**config.mk**
```make
export PLATFORM = sky130hd
export DESIGN_NAME = char_lcd_shadow_write_filter
export DESIGN_NICKNAME = d
export VERILOG_FILES = /design/src/rtl/clsw_pkg.sv /design/src/rtl/char_lcd_shadow_write_filter.sv /design/src/rtl/clsw_alu.sv /design/src/rtl/clsw_shadow.sv
export SDC_FILE = /design/constraint.sdc
export NUM_CORES = 1
export LEC_CHECK = 0
export BUFFER_PORTS_ARGS = -buffer_cell sky130_fd_sc_hd__buf_2
export CAP_MARGIN = 10
export CORE_ASPECT_RATIO = 0.6
export CORE_MARGIN = 4
export CORE_UTILIZATION = 55
export CTS_BUF_LIST = sky130_fd_sc_hd__clkbuf_16
export DETAILED_ROUTE_END_ITERATION = 8
export GPL_ROUTABILITY_DRIVEN = 0
export PLACE_DENSITY = 0.87
export SETUP_SLACK_MARGIN = 0.4
export SKIP_LAST_GASP = 1
export SLEW_MARGIN = 20
export SYNTH_ARGS = -nofsm -noshare
export SYNTH_HDL_FRONTEND = slang
export SYNTH_SLANG_ARGS = --single-unit
```
**constraint.sdc**
```tcl
create_clock -name clk -period 3.91 [get_ports clk]
set_input_delay 0.391 -clock clk [delete_from_list [all_inputs] [get_ports clk]]
set_output_delay 0.391 -clock clk [all_outputs]
set_load 0.01 [all_outputs]
```
**src/rtl/clsw_pkg.sv**
```systemverilog
// shared types and constants for the character lcd shadow write filter
`timescale 1ns / 1ps

package clsw_pkg;

  // screen geometry
  localparam int COLUMNS = 8;
  localparam int ROWS    = 2;
  localparam int CELLS   = COLUMNS * ROWS;
  localparam int COL_W   = $clog2(COLUMNS);
  localparam int IDX_W   = $clog2(CELLS);

  // operation codes of an input item
  localparam logic [1:0] KIND_PUT   = 2'd0;
  localparam logic [1:0] KIND_GOTO  = 2'd1;
  localparam logic [1:0] KIND_CLEAR = 2'd2;
  localparam logic [1:0] KIND_HOME  = 2'd3;

  // configuration register indexes
  localparam logic REG_LINE_ONE = 1'b0;
  localparam logic REG_LINE_TWO = 1'b1;

  // controller bytes
  localparam logic [7:0] CHAR_SPACE   = 8'h20;
  localparam logic [7:0] CMD_CLEAR    = 8'h01;
  localparam logic [7:0] CMD_HOME     = 8'h02;
  localparam logic [7:0] CMD_SET_ADDR = 8'h80;

  // shared unit operations
  localparam logic ALU_ADD = 1'b0;
  localparam logic ALU_CMP = 1'b1;

  typedef struct packed {
    logic       op;
    logic [7:0] a;
    logic [7:0] b;
  } alu_req_t;

  typedef struct packed {
    logic             wr_en;
    logic             clear;
    logic [IDX_W-1:0] addr;
    logic [7:0]       wdata;
  } shadow_ctl_t;

endpackage

```
**src/rtl/char_lcd_shadow_write_filter.sv**
```systemverilog
// top level: sequencer, cursor, configuration and output register
`timescale 1ns / 1ps

// Turns put_char, goto, clear and home items into controller bytes for a
// character display while keeping a shadow of the screen, so an unchanged
// character costs no bus traffic. One item is taken at a time; in_ready is
// low until its last step is done. A put_char that changes a cell steps
// through compare, address add, data and cursor add; a put_char that
// matches the shadow does only the compare and the cursor add; goto, clear
// and home have one step each. A step that loads the output register waits
// on out_ready. The steps are set by the single shared adder / comparator,
// which does one operation per cycle. Clear resets the shadow at once
// through per-cell valid bits, so there is no clearing pass after reset.
module char_lcd_shadow_write_filter
  import clsw_pkg::*;
(
  input  logic       clk,
  input  logic       rst,
  input  logic       in_valid,
  output logic       in_ready,
  input  logic [1:0] kind,
  input  logic [7:0] char_code,
  input  logic [2:0] column,
  input  logic       row,
  output logic       out_valid,
  input  logic       out_ready,
  output logic       reg_select,
  output logic [7:0] bus_byte,
  output logic       long_wait,
  output logic       last,
  input  logic       cfg_valid,
  output logic       cfg_ready,
  input  logic       cfg_index,
  input  logic [6:0] cfg_data
);

  localparam logic [2:0] ST_IDLE = 3'd0;
  localparam logic [2:0] ST_LOOK = 3'd1;
  localparam logic [2:0] ST_ADDR = 3'd2;
  localparam logic [2:0] ST_DATA = 3'd3;
  localparam logic [2:0] ST_STEP = 3'd4;
  localparam logic [2:0] ST_CMD  = 3'd5;

  logic [2:0]       state;
  logic [IDX_W-1:0] cursor;
  logic [6:0]       line_one_base;
  logic [6:0]       line_two_base;
  logic [1:0]       kind_q;
  logic [7:0]       code_q;
  logic [COL_W-1:0] col_q;
  logic             row_q;

  alu_req_t    alu_req;
  logic [7:0]  alu_res;
  shadow_ctl_t shadow_ctl;
  logic [7:0]  shadow_rd;
  logic        out_free;
  logic        out_load;
  logic        addr_row;
  logic [COL_W-1:0] addr_col;
  logic [6:0]  addr_base;

  assign in_ready  = (state == ST_IDLE);
  assign cfg_ready = 1'b1;
  assign out_free  = !out_valid || out_ready;
  // a result byte is loaded into the output register this cycle
  assign out_load  = out_free &&
                     (state == ST_ADDR || state == ST_DATA || state == ST_CMD);

  // put_char addresses the cursor cell, goto the given cell
  assign addr_row  = (kind_q == KIND_PUT) ? cursor[IDX_W-1] : row_q;
  assign addr_col  = (kind_q == KIND_PUT) ? cursor[COL_W-1:0] : col_q;
  assign addr_base = addr_row ? line_two_base : line_one_base;

  always_comb begin
    alu_req.op = ALU_ADD;
    alu_req.a  = 8'd0;
    alu_req.b  = 8'd0;
    unique case (state)
      ST_LOOK: begin
        alu_req.op = ALU_CMP;
        alu_req.a  = code_q;
        alu_req.b  = shadow_rd;
      end
      ST_ADDR: begin
        alu_req.a = {1'b0, addr_base};
        alu_req.b = 8'(addr_col);
      end
      ST_STEP: begin
        alu_req.a = 8'(cursor);
        alu_req.b = 8'd1;
      end
      default: begin
        alu_req.op = ALU_ADD;
      end
    endcase
  end

  clsw_alu u_alu (
    .req (alu_req),
    .res (alu_res)
  );

  always_comb begin
    shadow_ctl.addr  = cursor;
    shadow_ctl.wdata = code_q;
    shadow_ctl.wr_en = (state == ST_DATA) && out_free;
    shadow_ctl.clear = (state == ST_CMD) && out_free && (kind_q == KIND_CLEAR);
  end

  clsw_shadow u_shadow (
    .clk     (clk),
    .rst     (rst),
    .ctl     (shadow_ctl),
    .rd_data (shadow_rd)
  );

  always_ff @(posedge clk) begin
    if (rst) begin
      line_one_base <= 7'd0;
      line_two_base <= 7'd64;
    end else if (cfg_valid && cfg_ready) begin
      unique case (cfg_index)
        REG_LINE_ONE: line_one_base <= cfg_data;
        REG_LINE_TWO: line_two_base <= cfg_data;
        default:      line_one_base <= line_one_base;
      endcase
    end
  end

  always_ff @(posedge clk) begin
    if (rst) begin
      state     <= ST_IDLE;
      cursor    <= '0;
      out_valid <= 1'b0;
    end else begin
      if (out_load) begin
        out_valid <= 1'b1;
      end else if (out_ready) begin
        out_valid <= 1'b0;
      end
      unique case (state)
        ST_IDLE: begin
          if (in_valid) begin
            kind_q <= kind;
            code_q <= char_code;
            col_q  <= column;
            row_q  <= row;
            unique case (kind) inside
              KIND_PUT:              state <= ST_LOOK;
              KIND_GOTO:             state <= ST_ADDR;
              KIND_CLEAR, KIND_HOME: state <= ST_CMD;
              default:               state <= ST_IDLE;
            endcase
          end
        end
        ST_LOOK: begin
          // unchanged cell: no bus traffic, just move the cursor
          state <= alu_res[0] ? ST_STEP : ST_ADDR;
        end
        ST_ADDR: begin
          if (out_free) begin
            reg_select <= 1'b0;
            bus_byte   <= CMD_SET_ADDR | {1'b0, alu_res[6:0]};
            long_wait  <= 1'b0;
            last       <= (kind_q == KIND_GOTO);
            if (kind_q == KIND_GOTO) begin
              cursor <= {row_q, col_q};
              state  <= ST_IDLE;
            end else begin
              state <= ST_DATA;
            end
          end
        end
        ST_DATA: begin
          if (out_free) begin
            reg_select <= 1'b1;
            bus_byte   <= code_q;
            long_wait  <= 1'b0;
            last       <= 1'b1;
            state      <= ST_STEP;
          end
        end
        ST_STEP: begin
          cursor <= (alu_res >= 8'(CELLS)) ? '0 : alu_res[IDX_W-1:0];
          state  <= ST_IDLE;
        end
        ST_CMD: begin
          if (out_free) begin
            reg_select <= 1'b0;
            bus_byte   <= (kind_q == KIND_CLEAR) ? CMD_CLEAR : CMD_HOME;
            long_wait  <= 1'b1;
            last       <= 1'b1;
            cursor     <= '0;
            state      <= ST_IDLE;
          end
        end
        default: begin
          state <= ST_IDLE;
        end
      endcase
    end
  end

`ifndef SYNTHESIS
  // a data byte always closes its item
  assert property (@(posedge clk) disable iff (rst)
    out_valid && reg_select |-> last)
    else $error("data byte without last");

  // only clear and home commands ask for the long wait
  assert property (@(posedge clk) disable iff (rst)
    out_valid && long_wait |-> !reg_select &&
      (bus_byte == CMD_CLEAR || bus_byte == CMD_HOME))
    else $error("long wait on wrong byte");

  // while the data byte waits, the address command of the same cell is held
  assert property (@(posedge clk) disable iff (rst)
    state == ST_DATA |-> out_valid && !reg_select && !last)
    else $error("data step without pending address command");

  // clear and home return the cursor to the first cell and free the block
  assert property (@(posedge clk) disable iff (rst)
    (state == ST_CMD) && out_free |=> (cursor == '0) && (state == ST_IDLE))
    else $error("clear or home left cursor or state wrong");
`endif

endmodule

```
**src/rtl/clsw_alu.sv**
```systemverilog
// shared add / compare unit used by the sequencer
`timescale 1ns / 1ps

module clsw_alu
  import clsw_pkg::*;
(
  input  alu_req_t   req,
  output logic [7:0] res
);

  always_comb begin
    unique case (req.op)
      ALU_ADD: res = req.a + req.b;
      ALU_CMP: res = (req.a == req.b) ? 8'd1 : 8'd0;
      default: res = 8'd0;
    endcase
  end

endmodule

```
**src/rtl/clsw_shadow.sv**
```systemverilog
// shadow copy of the screen, one byte per cell, cleared to spaces by valid bits
`timescale 1ns / 1ps

module clsw_shadow
  import clsw_pkg::*;
(
  input  logic        clk,
  input  logic        rst,
  input  shadow_ctl_t ctl,
  output logic [7:0]  rd_data
);

  logic [7:0]       cells [CELLS];
  logic [CELLS-1:0] filled;

  always_ff @(posedge clk) begin
    if (rst) begin
      filled <= '0;
    end else if (ctl.clear) begin
      filled <= '0;
    end else if (ctl.wr_en) begin
      filled[ctl.addr] <= 1'b1;
    end
  end

  always_ff @(posedge clk) begin
    if (ctl.wr_en) begin
      cells[ctl.addr] <= ctl.wdata;
    end
  end

  // a cell never written since reset or clear reads as a space
  assign rd_data = filled[ctl.addr] ? cells[ctl.addr] : CHAR_SPACE;

endmodule

```
Yosys cells after proc, flatten, opt, wreduce, memory -nomap -nowiden
Memory sizes are Yosys's and may differ from the RTL's. A register that Yosys moved wholly into a read port is not among the register bits.
Index checks and enable logic that the tools add are counted.
{"block": "classes", "bitwise": 4, "n_addsub": 1, "magnitude_cmp": 3, "n_reduce_logical": 32, "eq_ne": 19, "muxes": 42}
{"cell": "$pmux 16 s3", "count": 1}
{"cell": "$mux 8", "count": 4}
{"cell": "$mux 4", "count": 6}
{"cell": "$pmux 8 s3", "count": 1}
{"cell": "$reduce_and 4->1", "count": 5}
{"cell": "$mux 3", "count": 6}
{"cell": "$or 16x16->16", "count": 1}
{"cell": "$pmux 8 s2", "count": 1}
{"cell": "$pmux 3 s5", "count": 1}
{"cell": "$mux 1", "count": 12}
{"cell": "$pmux 4 s3", "count": 1}
{"cell": "$reduce_or 2->1", "count": 5}
{"cell": "$pmux 3 s3", "count": 1}
{"cell": "$add 8x8->8", "count": 1}
{"cell": "$eq 8x8->1", "count": 1}
{"cell": "$ge 8x5->1 const B", "count": 1}
{"cell": "$ne 2x1->1 const B", "count": 4}
{"cell": "$ne 2x2->1 const B", "count": 4}
{"cell": "$reduce_bool 2->1", "count": 4}
{"cell": "$mux 7", "count": 1}
{"cell": "$eq 2x2->1 const B", "count": 3}
{"cell": "$eq 3x2->1 const B", "count": 2}
{"cell": "$eq 3x3->1 const B", "count": 2}
{"cell": "$pmux 1 s2", "count": 3}
{"cell": "other kinds (17)", "count": 30}
{"block": "word_totals", "out_inout_bits": 14, "ff_bits": 63, "ramBits": 128, "n_memories": 1, "in_bits": 27, "word_cells": 116}
{"memory": "u_shadow.cells", "depth": 16, "width": 8, "rd": 1, "rd_ports_with_merged_regs": 1, "wr": 1, "line_no": "clsw_shadow.sv:13", "rtl": "logic [7:0] cells [CELLS];"}

Logic depth before layout (Yosys ltp)
Gate-level depths: netlist of the first run.
{"block": "depth", "word_depth": 12, "mapped_depth": 16, "ltp_nobuf": 14}

Modules after synthesis
From an unflattened synthesis of the first run, not the netlist that was laid out.
{"block": "unflattened", "cells_unflattened": 537, "area_unflattened_um2": 8101.5}
{"module": "clsw_shadow", "cells_per_inst": 265, "instances": 1, "area_each_um2": 5536.6}
{"module": "char_lcd_shadow_write_filter", "cells_per_inst": 223, "instances": 1, "area_each_um2": 2202.1}
{"module": "clsw_alu", "cells_per_inst": 49, "instances": 1, "area_each_um2": 362.8}

Worst setup path before layout of the first run
No wires, ideal clock.
{"block": "synth_path", "path_kind": "register -> register", "startpoint": "register (tool-made name)", "endpoint": "register (tool-made name)", "setup_slack_ps": -171, "arrival_time_ps": 3984, "required_time_ps": 3813, "n_path_buf": 3, "stages_incl_launch_ff": 15, "setup_ps": 97, "cell_sequence": "dfxtp_1 -> buf_2 -> buf_2 -> buf_4 -> mux4_2 -> mux4_2 -> clkinv_1 -> o22ai_1 -> ha_1 -> o21a_2 -> a21o_1 -> a2111o_1 -> a2111oi_4 -> a32oi_1 -> a211oi_1"}

Final worst setup path of the first run
{"block": "layout_path", "startpoint": "register kind_q[1]", "endpoint": "register cursor[3]"}
{"block": "layout_between", "elab_chain_cells": 10}
{"item": "start, declared", "line_no": "char_lcd_shadow_write_filter.sv:48", "rtl": "logic [1:0] kind_q;"}
{"item": "start signal, assigned", "line_no": "char_lcd_shadow_write_filter.sv:145", "rtl": "kind_q <= kind;"}
{"item": "branches (longest 10 deep; another with $add 8x8->8)"}
{"item": "end signal, assigned", "line_no": "char_lcd_shadow_write_filter.sv:168", "rtl": "cursor <= {row_q, col_q};"}
{"item": "end signal, assigned", "line_no": "char_lcd_shadow_write_filter.sv:185", "rtl": "cursor <= (alu_res >= 8'(CELLS)) ? '0 : alu_res[IDX_W-1:0];"}
{"item": "end, declared", "line_no": "char_lcd_shadow_write_filter.sv:45", "rtl": "logic [IDX_W-1:0] cursor;"}
Parallel ways; which one is timed is not known.
A chain may end at the register's enable or synchronous reset.

==> summary.md, run 1 <==
| Metric | Value |
|---|---|
| Critical Path Max Stage Delay | `0.47 ns` |
| Die W | `167 µm` |
| Slew HR | `39.0%` |
| DR DRC count | `37` |
| Worst-path clk slew | `0.07 ns` |
| Fmax | `242 MHz` |
| Clock buffer depth | `2` |
| CTS Sinks | `195` |
| CP arrival | `4.46 ns` |
| Gr ovfl total | `0` |
| Area leader, netlist | `edfxtp_1` |
| Post-synthesis sequential element count | `195` |
| Post-route clock period utilization | `106%` |
| Most frequent cells in the layout | `153 x edfxtp_1, 58 x buf_4, 40 x nor2_1` |
| Final setup vio count | `8` |
| Crit Path Class | `register to register` |
| Clk_skew | `0.00975 ns` |
| Routed WL | `24200 µm` |
| Initial DRT Pass Iterations | `9` |
| Post-Place Cells | `800` |
| FFs w/ async S/R, synth | `0%` |
| Pleak | `3.50 nW` |
| Fin Hold WS | `0.122 ns` |
| I/O pins | `41` |
| Max-Cap Viols | `0` |
| Syn Nets | `584` |
| Main flop type after synthesis | `edfxtp_1` |
| Slew Viols, Final | `0` |
| R2R setup slack | `-0.22 ns` |
| Syn_area_per_cell | `15.2 µm²` |
| Worst Path Required | `4.24 ns` |
| Commonest non-fill, non-tap cell in the layout | `edfxtp_1` |
| Wirelength per Cell | `28.3 µm` |
| CORE AREA | `0.0146 mm²` |
| Port Buffers | `39` |
| Synthesized area | `0.00832 mm²` |
| Share of the synthesized area in the top cell type | `55.2%` |
| Worst Slack Setup Final | `-0.215 ns` |
| Hold Crit Class | `input port to register` |
| Failing checks | `DRC, setup timing` |
| Worst VDD drop | `353 µV` |
| CTS Buf Count | `17` |
| First-pass GRT wire length | `34900 µm` |
| Largest net degree at the start of global routing | `30` |
| Worst-margin pin slew | `0.914 ns` |
| Final Critical Period | `4.13 ns` |
| Worst hold path depth | `1` |
| Top post-synthesis cells by area | `edfxtp_1 55%, mux4_2 10%, dfxtp_1 10%` |
| FP Rows | `34` |
| Crit path cell chain | `nor2_4 -> mux2i_4 -> buf_4 -> mux2_2 -> a22oi_2 -> o21ai_1 -> ha_1 -> o21a_2 -> a21o_1 -> a2111o_1 -> a2111oi_4 -> a32oi_2 -> a211oi_2` |
| Crit. End Element | `register` |
| Root Driver | `clkbuf_16` |
| Register area share after synthesis | `65.3%` |
| Yosys warns | `0` |
| Post-DP Area | `0.00895 mm²` |
| Starting DRT DRC Count | `1237` |
| Vias/cell | `6.88` |
| Non-Filler Instances | `857` |
| CP max stage cell | `edfxtp_1` |
| CP Launch Type | `register` |
| Initial antenna violation count | `0` |
| Status | `finished, violations left` |
| # H-tree levels | `4` |
| CP max FO | `5` |
| CTS tree | `done` |
| Full die area | `0.0172 mm²` |
| ANT cells | `0` |
| Initial Util | `56.9%` |
| R2r worst-path depth | `13` |
| Number of global-route vias before repair | `5682` |
| Vias | `5897` |
| Design area | `0.0100 mm²` |
| Die H | `103 µm` |
| Latest clock arrival within the worst-skew pair | `0.44 ns` |
| Total GRT Usage | `27.9%` |
| Layout cells sized above 1 | `35.8%` |
| P&R area growth vs syn | `20.6%` |
| Power per cell area | `568 mW/mm²` |
| Final hold vios | `0` |
| Half-perimeter wire length after placement | `14600 µm` |
| RSZ-0062 raised after global routing | `yes` |
| Hold Buf Count CTS | `0` |
| EDFF count, synth | `153` |
| Final #Nets | `681` |
| Gate Count Post-Synth | `549` |
| Antenna-violating nets left | `0` |
| Distinct cells, synth | `64` |
-- flip-flops by register name (all words and copies together), names as in the netlist, 4 cells and up, named ones only --
| signal | cells |
|---|---|
| cursor | 4 |
| code_q | 8 |
| bus_byte | 8 |
| u_shadow.cells | 128 |
| line_two_base | 7 |
| line_one_base | 7 |
| u_shadow.filled | 16 |
-- cell usage after synthesis, types with 2 or more instances --
cell type	number
clkbuf_8	5
or3_1	2
nand4b_1	2
clkinv_1	2
dfxtp_1	42
ha_1	7
a32oi_1	3
a21oi_1	21
o22ai_1	7
nand2_1	26
nand3_1	16
nand4_1	2
mux4_2	38
o211ai_1	2
buf_1	2
inv_2	3
nor2b_1	11
buf_4	4
mux2i_1	24
inv_1	9
o21a_1	17
o21ai_0	7
nor3b_1	2
nor2_1	43
a21o_1	4
a22oi_1	7
o21ai_1	4
a22o_1	2
nand2b_1	6
nor3_1	14
clkbuf_1	14
a211oi_1	4
a31oi_1	4
a211o_1	2
mux2_2	8
edfxtp_1	153
buf_2	3
-- routing by layer --
metal  part of all wire (%)  vias up  GRT usage, %
li1                       -     2350             -
met3                     15      166          11.8
met5                   0.24        -          2.72
met1                     36     2828          36.1
met2                     44      551          42.4
met4                    4.9        2          11.1
-- cell families after synthesis --
group,synth area share [%]
flops,65.3
simple gates,7.79
compound gates,8.13
mux,14.4
buf+inv,2.86
fa+ha+maj,1.29
xor+xnor,0.210
other cells,0.0450
-- what timing repair did --
item,4_1_cts,5_1_grt
cloned,2,0
pin swaps,9,4
endpoints found under the setup margin,15,16
resized for setup,36,20
endpoints found under the hold margin,0,0
buffers inserted,17,6
-- where the power goes --
group          switching [mW]  internal [mW]
logic                   0.783          0.710
clock network           0.825          0.910
registers               0.139           2.33
-- final cells by class --
type                            count  area [µm²]
Clock buffer                       17         425
Clock inverter                     15         166
Fill cell                         889        4600
Inverter                           14        53.8
Multi-Input combinational cell    311        2860
Sequential cell                   195        5450
Tap cell                          198         248
Timing Repair Buffer              107         832
-- final timing paths --
| path | from | endpoint |
|---|---|---|
| setup / recovery | kind_q[1] | cursor[3] |
| hold / removal | column[0] | col_q[0] |
| setup reg to reg | kind_q[1] | cursor[3] |
| hold reg to reg | line_two_base[1] | line_two_base[1] |
-- through the flow --
step                power [mW]  worst slack (ns)  util (%)  setup TNS (ns)
finish                    5.70            -0.215      68.6           -1.01
global route              5.84            -0.254      68.6           -1.37
CTS                       5.52            0.0564      67.7               0
detailed placement        3.61            -0.185      61.2          -0.745
global placement          3.54             0.116      61.2               0
floorplan                 3.27             0.167         -               0
-- worst max-delay path, delay by kind of cell (launching register included) --
kind / cells / cell delay, ns
AOI/OAI and AO/OA: 8 / 2.13
muxes: 2 / 0.69
DFF: 1 / 0.47
adders and majority gates: 1 / 0.33
and+or+nand+nor: 1 / 0.19
buffers and inverters: 1 / 0.19
No activity file was read; power rests on OpenSTA's default activity.
==> run 2, diff against run 1 <==
--- a/config.mk
+++ b/config.mk
@@ -8,7 +8,7 @@
 export BUFFER_PORTS_ARGS = -buffer_cell sky130_fd_sc_hd__buf_2
 export CAP_MARGIN = 10
 export CORE_ASPECT_RATIO = 0.6
-export CORE_MARGIN = 4
+export CORE_MARGIN = 8
 export CORE_UTILIZATION = 55
 export CTS_BUF_LIST = sky130_fd_sc_hd__clkbuf_16
 export DETAILED_ROUTE_END_ITERATION = 8
@@ -20,3 +20,4 @@
 export SYNTH_ARGS = -nofsm -noshare
 export SYNTH_HDL_FRONTEND = slang
 export SYNTH_SLANG_ARGS = --single-unit
+export TNS_END_PERCENT = 5
==> run 2 against run 1 <==
Net effect: the flow finishes with violations (setup timing); sequential power is essentially flat; power shrank 4.7%; wire length shrank 6.2%; sequential share of layout area grew 1.2 points; clock power shrank 5%; clock skew grew 0.0015 ns; combinational power shrank 10%; count of clock-buffer cells in the layout is the same; critical path type unchanged; highest routed layer is now met4; first-iteration DRC count shrank 1.1%.
==> summary.md, run 2 (synthesis gave the netlist of run 1 again) <==
| Metric | Value |
|---|---|
| # H-tree levels | `4` |
| Vias/cell | `6.78` |
| Final Critical Period | `3.96 ns` |
| Hold Path Sink | `code_q[0]` |
| Initial DRT Pass Iterations | `6` |
| Worst-margin pin slew | `1.17 ns` |
| Worst Path Required | `4.19 ns` |
| CP arrival | `4.24 ns` |
| FP Rows | `34` |
| Layout cells sized above 1 | `33.4%` |
| Starting DRT DRC Count | `1223` |
| Fmax | `252 MHz` |
| First-pass GRT wire length | `32600 µm` |
| Worst hold path depth | `1` |
| Root Driver | `clkbuf_16` |
| Worst-path clk slew | `0.08 ns` |
| Pleak | `3.38 nW` |
| Vias | `5753` |
| Slew Viols, Final | `0` |
| Full die area | `0.0195 mm²` |
| Die W | `175 µm` |
| Number of global-route vias before repair | `5276` |
| DR DRC count | `0` |
| Clk_skew | `0.0112 ns` |
| Status | `finished, violations left` |
| Commonest non-fill, non-tap cell in the layout | `edfxtp_1` |
| CTS tree | `done` |
| Worst Slack Setup Final | `-0.0528 ns` |
| Initial antenna violation count | `0` |
| Fin Hold WS | `0.129 ns` |
| Antenna-violating nets left | `0` |
| Wirelength per Cell | `26.8 µm` |
| Worst VDD drop | `295 µV` |
| Failing checks | `setup timing` |
| CP Launch Type | `register` |
| Fill cells | `924` |
| Max reg flops | `128` |
| Top reg by flops | `u_shadow.cells` |
| Gr ovfl total | `0` |
| CORE AREA | `0.0146 mm²` |
| Total GRT Usage | `22.3%` |
| Port Buffers | `39` |
| Hold Buf Count CTS | `0` |
| CTS Sinks | `195` |
| P&R area growth vs syn | `17.7%` |
| R2r worst-path depth | `13` |
| Hold Path Origin | `char_code[0]` |
| CTS Buf Count | `17` |
| Hold Crit Class | `input port to register` |
| Half-perimeter wire length after placement | `15100 µm` |
| Buffers & Inverters on Critical Path | `3` |
| Power Total | `5.43 mW` |
| ANT cells | `0` |
| Final #Nets | `672` |
| CP max stage cell | `a2111oi_0` |
| Latest clock arrival within the worst-skew pair | `0.43 ns` |
| Post-route clock period utilization | `101%` |
| Setup TNS | `-0.223 ns` |
| Final setup vio count | `6` |
| Final hold vios | `0` |
| Post-DP Area | `0.00897 mm²` |
| Initial Util | `56.9%` |
| Most frequent cells in the layout | `153 x edfxtp_1, 54 x buf_4, 42 x nor2_1` |
| Largest net degree at the start of global routing | `30` |
| Clock buffer depth | `2` |
| CP max FO | `7` |
| RSZ-0062 raised after global routing | `yes` |
| Die H | `111 µm` |
| Regs by FF count | `u_shadow.cells (128), u_shadow.filled (16)` |
| Design area | `0.00980 mm²` |
| Family with the most delay on the worst path | `compound AO/OA/AOI/OAI gates` |
| Power per cell area | `554 mW/mm²` |
| Critical Path Max Stage Delay | `0.55 ns` |
| Slew HR | `21.7%` |
| I/O pins | `41` |
| R2R setup slack | `-0.05 ns` |
| Final core utilization | `67.0%` |
| Max-Cap Viols | `0` |
| Crit. End Element | `register` |
| Routed WL | `22700 µm` |
| Crit Path Class | `register to register` |
| Crit path cell chain | `buf_12 -> buf_4 -> mux4_2 -> mux4_2 -> nor2_1 -> nor2_1 -> ha_1 -> inv_1 -> a2111oi_0 -> a311oi_2 -> and4_4 -> a32oi_1 -> a211oi_2` |
==> run 2: cell types whose count changed in the layout (fill, tap and decap cells not counted), moves of 2 or more <==
cell      previous run  this run
buf_12               6         3
inv_6                5         3
buf_16               2         0
nor2_1              40        42
dfxtp_1             35        39
clkinv_8             2         0
clkinv_4             2         4
buf_4               58        54
dfxtp_2              4         1
ha_1                 4         2
nor2_4               3         1
==> run 2: where the power goes <==
group | total (mW) | internal (mW) | switching (mW) | leakage (nW)
sequential | 2.45 | 2.33 | 0.122 | 1.72
combinational | 1.34 | 0.630 | 0.710 | 1.39
clock | 1.64 | 0.833 | 0.808 | 0.275
==> run 2: area by class of cell <==
cell class | count | area, µm² | share of cell area, %
tap | 198 | 248 | 2.53
sequential | 195 | 5440 | 55.5
timing repair buffer | 98 | 701 | 7.15
multi-input combinational | 311 | 2810 | 28.7
inverter | 14 | 52.6 | 0.536
clock inverter | 15 | 121 | 1.24
clock buffer | 17 | 425 | 4.34
==> run 2: repair_timing <==
item	in CTS	in global routing
endpoints found under the setup margin	12	15
pin swaps	3	11
setup buffers	4	11
gates resized for setup	8	24
gates cloned	0	1
==> run 2: worst max path at each step <==
stage	end	slack, ns	cells past startpoint
3_5_place_dp	register	-0.02	12
6_report	register	-0.05	13
2_1_floorplan	register	0.17	14
4_1_cts	cursor[1]	0.08	12
3_3_place_gp	register	0.15	12
5_1_grt	cursor[1]	-0.13	12
==> run 2: per-stage QoR <==
step,std cells,worst slack (ns)
after floorplan,549,0.167
after global placement,800,0.151
after CTS,836,0.0804
after detailed placement,800,-0.0198
final,848,-0.0528
after global routing,848,-0.132
==> run 2: worst register-to-register path, stage by stage, from the launching register on <==
cell       delay, ns
dfxtp_4         0.42
buf_12          0.14
buf_4           0.15
mux4_2          0.53
mux4_2          0.50
nor2_1          0.17
nor2_1          0.08
ha_1            0.42
inv_1           0.13
a2111oi_0       0.55
a311oi_2        0.13
and4_4          0.22
a32oi_1         0.25
a211oi_2        0.11
==> run 2: metal layers <==
metal / share of wire, % / track usage, % / vias to the layer above / routed length, µm
met5: 0 / 0 / - / 0
met4: 3.0 / 6.47 / 0 / 673
met3: 15 / 7.96 / 82 / 3300
met2: 44 / 31.3 / 479 / 9920
met1: 39 / 32.0 / 2868 / 8840
li1: - / - / 2324 / -
==> run 3, diff against run 2 <==
--- a/config.mk
+++ b/config.mk
@@ -19,5 +19,5 @@
 export SLEW_MARGIN = 20
 export SYNTH_ARGS = -nofsm -noshare
 export SYNTH_HDL_FRONTEND = slang
+export SYNTH_HIERARCHICAL = 1
 export SYNTH_SLANG_ARGS = --single-unit
-export TNS_END_PERCENT = 5
==> run 3 against run 2 <==
Net effect: utilization is 0.33 points lower; clock power is 12% higher; first-iteration DRC count is 30% lower; final area is 1.6% lower; area after synthesis is 2.7% lower; the run still ends with setup timing left; die area is 2.4% lower; largest cell class unchanged; cell count is 1.9% lower.
==> summary.md, run 3 <==
| Metric | Value |
|---|---|
| Status | `finished, violations left` |
| Failing checks | `setup timing` |
| Clock buffer depth | `2` |
| Layout cells sized above 1 | `31.1%` |
| Crit. End Element | `register` |
| Final #Nets | `656` |
| Initial DRT Pass Iterations | `6` |
| Power per cell area | `671 mW/mm²` |
| EDFF count, synth | `153` |
| Vias/cell | `6.74` |
| Total GRT Usage | `23.1%` |
| Full die area | `0.0190 mm²` |
| Worst VDD drop | `474 µV` |
| First-pass GRT wire length | `32600 µm` |
| CORE AREA | `0.0145 mm²` |
| # H-tree levels | `4` |
| Final core utilization | `66.6%` |
| Fmax | `243 MHz` |
| M1 GR Usage | `31.0%` |
| FP Rows | `34` |
| Commonest non-fill, non-tap cell in the layout | `edfxtp_1` |
| Slew Viols, Final | `0` |
| Worst Slack Setup Final | `-0.199 ns` |
| Met3 Usage GRT | `7.96%` |
| Number of global-route vias before repair | `5417` |
| Max reg flops | `128` |
| Die W | `173 µm` |
| Most frequent cell after synthesis | `edfxtp_1` |
| Share of the synthesized area in the top cell type | `56.7%` |
| Starting DRT DRC Count | `852` |
| DR DRC count | `0` |
| Worst-path clk slew | `0.08 ns` |
| Dpl ws | `-0.190 ns` |
| Clk_skew | `0.0109 ns` |
| Top reg by flops | `u_shadow/cells` |
| Port Buffers | `39` |
| Routed WL | `22000 µm` |
| Post-synthesis sequential element count | `191` |
| Final hold vios | `0` |
| Regs by FF count | `u_shadow/cells (128), u_shadow/filled (16)` |
| Vias | `5607` |
| Pleak | `3.34 nW` |
| Top post-synthesis cells by area | `edfxtp_1 57%, dfxtp_1 9.4%, mux4_2 9.2%` |
| Most frequent cells after synthesis | `153 x edfxtp_1, 38 x dfxtp_1, 33 x mux4_2` |
| Hold Buf Count CTS | `0` |
| Slew HR | `28.6%` |
| Setup TNS | `-0.714 ns` |
| Critical Path Max Stage Delay | `0.53 ns` |
| CTS tree | `done` |
| Fill cells | `929` |
| Distinct cells, synth | `59` |
| CP max stage cell | `mux4_2` |
| ANT cells | `0` |
| Syn Nets | `572` |
| Wirelength per Cell | `26.5 µm` |
| I/O pins | `41` |
| Die H | `110 µm` |
| Max-Cap Viols | `0` |
| Gr ovfl total | `0` |
| Crit path cell chain | `buf_12 -> buf_4 -> mux4_2 -> a22oi_2 -> a21oi_2 -> nand3_2 -> o311ai_2 -> a21boi_2 -> ha_2 -> fa_2 -> a21o_1 -> a21oi_2 -> xor2_1 -> nor2_1 -> or4_4 -> nor3_4 -> a221oi_1 -> nor2_1` |
| Global Route met2 Usage | `34.7%` |
| Final setup vio count | `4` |
| Half-perimeter wire length after placement | `14300 µm` |
| Synthesized area | `0.00810 mm²` |
| Latest clock arrival within the worst-skew pair | `0.44 ns` |
| CP max FO | `4` |
| Most frequent cells in the layout | `153 x edfxtp_1, 43 x buf_4, 39 x buf_2` |
| FFs w/ async S/R, synth | `0%` |
| Gate Count Post-Synth | `537` |
| Most Crowded Layer GR | `met2` |
| Main flop type after synthesis | `edfxtp_1` |
| Initial antenna violation count | `0` |
| P&R area growth vs syn | `19.0%` |
| Crit Path Class | `register to register` |
| CTS Buf Count | `17` |
| Yosys warns | `6` |
| CP arrival | `4.49 ns` |
| Syn_area_per_cell | `15.1 µm²` |
| Register area share after synthesis | `66.1%` |
| Worst-margin pin slew | `1.06 ns` |
| Final Critical Period | `4.11 ns` |
| CP Launch Type | `register` |
| Post-route clock period utilization | `105%` |
| Antenna-violating nets left | `0` |
| Hold Crit Class | `input port to register` |
| Worst Path Required | `4.29 ns` |
| RSZ-0062 raised after global routing | `yes` |
| Largest net degree at the start of global routing | `24` |
| CTS Sinks | `191` |
| Root Driver | `clkbuf_16` |
| Area leader, netlist | `edfxtp_1` |
| Initial Util | `56.0%` |
[run 3: changes by cell type in the layout (fill, tap and decap cells not counted), sizes merged, moves of 5 or more]
cell	change
mux2i	-13
nor2	-12
a21oi	+10
a22oi	+9
and2	+9
mux2	-9
o21ai	+6
o22ai	-6
a22o	+5
inv	-5
nand2	+5
[run 3: final timing paths]
path,from,to,slack [ns],cells past startpoint
setup / recovery,cursor[0],cursor[3],-0.20,18
hold / removal,row,row_q,0.12,1
setup reg to reg,cursor[0],cursor[3],-0.20,18
hold reg to reg,line_two_base[3],line_two_base[3],0.47,2
[run 3: through the flow]
stage | area [µm²] | hold WS (ns) | total power, mW | cells
2_1_floorplan | 8130 | 0.432 | 3.61 | 537
3_3_place_gp | 8760 | 0.446 | 4.15 | 790
3_5_place_dp | 8760 | 0.448 | 4.24 | 790
4_1_cts | 9510 | 0.112 | 6.22 | 829
5_1_grt | 9640 | 0.101 | 6.64 | 832
6_report | 9640 | 0.120 | 6.47 | 832
[run 3: area by class of cell]
cell class                 count  area (µm²)  share of cell area [%]
tap                          198         248                    2.57
timing repair buffer          94         688                    7.14
clock inverter                15         198                    2.05
clock buffer                  17         425                    4.41
multi-input combinational    308        2690                    27.9
sequential                   191        5360                    55.6
inverter                       9        33.8                   0.350
[run 3: metal layers]
metal	share of wire, %	vias to the layer above
met4	3.4	0
li1	-	2281
met1	38	2719
met5	0	-
met3	14	97
met2	44	510
[run 3: cell families after synthesis]
kind of cell / after synthesis / share of synthesized area (%)
flip-flops: 191 / 66.1
AND/OR/NAND/NOR: 133 / 8.36
AO/OA/AOI/OAI: 116 / 9.68
multiplexers: 47 / 11.7
buffers and inverters: 38 / 2.50
adder cells (fa/ha/maj): 8 / 1.33
XOR/XNOR: 3 / 0.324
other: 1 / 0.0463
[run 3: what timing repair did]
item,4_1_cts,5_1_grt
endpoints found under the hold margin,0,0
endpoints found under the setup margin,8,11
resized for setup,19,21
pin swaps,2,6
buffers inserted,7,3
[run 3: power by group]
| part | leakage (nW) | switching, mW | internal [mW] |
|---|---|---|---|
| clock | 0.308 | 0.854 | 0.982 |
| sequential | 1.69 | 0.132 | 2.35 |
| combinational | 1.34 | 1.21 | 0.934 |
[run 3: worst max-delay path, delay by kind of cell, from the launching register on]
kind | cells | cell delay, ns
compound gates | 7 | 1.04
xor+xnor | 1 | 0.19
fa+ha+maj | 2 | 0.59
buf+inv | 2 | 0.24
flops | 1 | 0.39
mux | 1 | 0.53
simple gates | 5 | 1.06
